$ cat src/sv/bta_ram.sv
module bta_ram #(
  parameter int WIDTH = 8,
  parameter int DEPTH = 256
) (
  input  logic                     clk,
  input  logic                     we,
  input  logic [$clog2(DEPTH)-1:0] waddr,
  input  logic [WIDTH-1:0]         wdata,
  input  logic [$clog2(DEPTH)-1:0] raddr,
  output logic [WIDTH-1:0]         rdata
);

  logic [WIDTH-1:0] mem [DEPTH];

  always_ff @(posedge clk) begin
    if (we) begin
      mem[waddr] <= wdata;
    end
    rdata <= mem[raddr];
  end

endmodule

$ cat config.mk
export PLATFORM = sky130hd
export DESIGN_NAME = bta_ram
export DESIGN_NICKNAME = d
export VERILOG_FILES = /design/src/sv/bta_ram.sv
export SDC_FILE = /design/constraint.sdc
export NUM_CORES = 2
export LEC_CHECK = 0
export CAP_MARGIN = 20
export CORE_MARGIN = 5
export CORE_UTILIZATION = 40
export CTS_CLUSTER_DIAMETER = 80
export DETAILED_ROUTE_END_ITERATION = 10
export DONT_BUFFER_PORTS = 1
export SLEW_MARGIN = 20
export SYNTH_ARGS = -nofsm -noshare
export SYNTH_HDL_FRONTEND = slang
export SYNTH_SLANG_ARGS = --single-unit
$ cat constraint.sdc
create_clock -name clk -period 4.55 [get_ports clk]
set_clock_uncertainty 0.2 [all_clocks]
set_input_delay 0 -clock clk [delete_from_list [all_inputs] [get_ports clk]]
set_output_delay 0 -clock clk [all_outputs]
set_load 0.005 [all_outputs]
==> results by group <==
Global route
  – Initial antenna violation count: 14
  – Vias in the first global route: 38860
  – Global-route wire length before repair: 288500 um
  – Gr usage total: approximately a fifth
  – Grt ovf: 0
  – Largest net degree at the start of global routing: roughly 440

Yosys
  – Post-Syn Area: 79560 um2
  – Most frequent cells after synthesis: edfxtp_1 (2048), mux4_2 (454), nor2_1 (282)
  – Asr flop ratio synth: 0%
  – Avg Inst Size Synth: 21.31 um2
  – Yosys top cell area share: approximately 77%
  – Seq/Total Area, Yosys: slightly below 80%
  – Syn Nets: 3759
  – Post-synth cell types: 55
  – Top post-synthesis cells by area: edfxtp_1 (77%), mux4_2 (13%), mux2i_1 (1.7%), nor2_1 (1.3%), a22oi_1 (1.3%)
  – Synth Instances: roughly 3700
  – Synth area leader: edfxtp_1
  – Most numerous cell in the Yosys netlist: edfxtp_1
  – Ys Warns: 0
  – Prevailing post-synth register cell: edfxtp_1
  – Flops & latches, synth: 2056
  – EDFF count, synth: 2048

Critical path
  – Crit Path Class: primary input to flop
  – Crit. path cell count: 12
  – CP endpoint kind: flop
  – Crit path top cell by count: dlygate4sd3_1
  – CP required: approximately 5000 ps
  – Worst reg2reg endpoint: rdata[4]
  – CP startpoint kind: primary input
  – Cell breakdown of the critical path: dlygate4sd3_1 -> buf_16 -> nor4b_1 -> a21oi_1 -> dlygate4sd3_1 -> o211ai_1 -> dlygate4sd3_1 -> a21oi_1 -> dlygate4sd3_1 -> nor4_1 -> buf_4 -> nor4_2
  – Register-to-register setup slack: 570 ps
  – CP max stage cell: nor4b_1
  – Crit Path Max Fanout: 25
  – Crit-path leading delay family: buffers and inverters
  – Buf/Inv on CP: 6
  – FF-to-FF Start: mem[171][4]
  – Max incr delay on CP: 940 ps
  – Crit path DAT: 4920 ps
  – R2r worst-path depth: 8

Clock tree
  – Reg clk slew, reported paths: approximately 60 ps
  – Clk root buf: clkbuf_16
  – CTS sink cnt: 2056
  – Post_cts resized: 0
  – Htree depth: 4
  – Worst skew pair latency: 830 ps
  – Num CTS Buffers: 197
  – Clock buffer depth: 3
  – CTS tree: yes
  – Setup Buffers After CTS: 0

Power
  – Switching Power: 8245 uW
  – Clock network fraction of total power: 41.0%
  – Leakage power: between 0.02 and 0.03 uW
  – Gate power share: 4.8%
  – IR drop worst, VDD: 334.4 uV
  – Sequential Power Share: 54.2%
  – Cell-internal power: 30350 uW
  – Sw Share: 21.36%
  – Final Total Pwr: a little under 40000 uW
  – Pwr dens: ~430 nW/um2

Worst hold path
  – Hold_sp: wdata[0]
  – Worst Hold Path Cells: 2
  – Hold path endpoint: mem[211][0]
  – Hold Path Class: primary input to flop

Detailed routing
  – DRT Pass-1 Iters: 6
  – # DRC: 0
  – Drt initial violations: 4744
  – Final ANT Viol Nets: 0
  – Routed vias/inst: 5.798
  – Via count: 38860
  – Wire length per cell: 30.19 um
  – Routed WL: 202300 um

Finish
  – Layout cells sized above 1: 21.84%
  – Fillers: 16430
  – Post-Layout Inst Area: 89800 um2
  – Post-route insts no fill: 6702
  – P&R area growth vs syn: 12.88%
  – Nets: 3908

Timing
  – Worst slew margin: 24.53%
  – Hold Vio Cnt, Final: 0
  – Worst slew pin tran: 1128 ps
  – Max Freq: 224.7 MHz
  – Final setup viols: 0
  – Period utilisation layout: 97.79%
  – Fin crit period: 4449 ps
  – RSZ-0062 raised after global routing: false
  – Final slew viol count: 0

Floorplanning
  – Initial Util: just over 40%
  – DIE WIDTH: between 400 and 500 um
  – Die Y: 456.0 um
  – Die area: just over 200000 um2
  – Row count: 163
  – Core area: 197600 um2
  – I/O pins: 34

Place
  – Gp weighted congestion: ~0.78
  – Placed cells: 6243
  – Port Buffers: 0
  – DP Wirelength: 110200 um
  – Placement Cell Area: approximately 80000 um2

Run
  – Maxcap violations: 0

Run status
  – Status: finished clean
## state kept, by name, summed over array words and instances (netlist names)
register,flops
mem,2048
rdata,8
## routing by layer
| metal | up-vias | global-route usage (%) | part of all wire [%] |
|---|---|---|---|
| li1 | 16040 | - | - |
| met1 | 20770 | 26.80 | 40 |
| met2 | 1754 | 30.36 | 49 |
| met3 | 300 | 3.735 | 8.5 |
| met4 | 0 | 5.261 | 2.8 |
| met5 | - | 0 | 0 |
## cell type report
type	count	area, um2	share of cell area [%]
diodes	15	37.54	0.04180
clock buffers	252	5271	5.870
clock inverters	112	892.1	0.9934
inverters	2	7.507	0.008359
multi-input cells	1442	16530	18.41
flip-flops and latches	2056	61660	68.66
well taps	2640	3303	3.678
repair buffers	183	2102	2.341
## cell families (layout without fill, tap and decap cells)
kind of cell	Yosys count	after routing	synth area share [%]
flops	2056	2056	77.50
mux	591	591	14.62
simple gates	466	466	2.628
compound gates	385	385	3.419
buf+inv	235	549	1.831
other cells	0	15	0
## cell usage in the layout, fill, tap and decap left out, types with 11 or more instances in the layout
cell / count
mux2i_1: 134
clkinv_2: 35
nor2_1: 278
dlygate4sd3_1: 54
o221ai_1: 46
a211oi_1: 16
diode_2: 15
mux4_2: 454
nand3_1: 28
nand2_1: 33
buf_16: 26
buf_4: 98
a22oi_1: 133
edfxtp_1: 2048
nor3_1: 21
nor4_1: 22
bufinv_16: 11
clkbuf_16: 203
clkbuf_1: 46
clkinv_1: 48
o22ai_1: 28
nor2b_1: 28
a221oi_1: 13
a21oi_1: 96
## worst max path at each step
stage              from  endpoint  slack (ps)
5_1_grt        raddr[4]  rdata[2]         150
3_5_place_dp   raddr[0]  rdata[3]        -160
6_report       raddr[4]  rdata[2]         100
2_1_floorplan  raddr[0]  rdata[2]        2410
3_3_place_gp   raddr[0]  rdata[7]         880
4_1_cts        raddr[0]  rdata[4]         220
## through the flow
| step | hold slack (ps) | TNS [ps] | worst slack, ps | util, % |
|---|---|---|---|---|
| after floorplan | -101.1 | 0 | 2412 | - |
| after global placement | -45.71 | 0 | 882.5 | 41.61 |
| after detailed placement | -49.28 | -160.3 | -160.3 | 41.68 |
| after CTS | 0.4461 | 0 | 219.6 | 45.24 |
| after global routing | 34.49 | 0 | 146.0 | 45.43 |
| final | 43.82 | 0 | 100.5 | 45.44 |
## power by group through the flow
stage          combinational, uW  sequential [uW]  clock (uW)
6_report                    1840            20900       15800
5_1_grt                     1940            20900       16900
4_1_cts                     1740            20900       16000
3_5_place_dp                1290            21300           0
3_3_place_gp                1130            21300           0
2_1_floorplan               1010            21300           0
## what timing repair did
action | CTS | global route
hold buffers | 66 | 0
setup endpoints to repair | 0 | 3
hold endpoints to repair | 3731 | 0
Power figures use the tool's default switching activity.
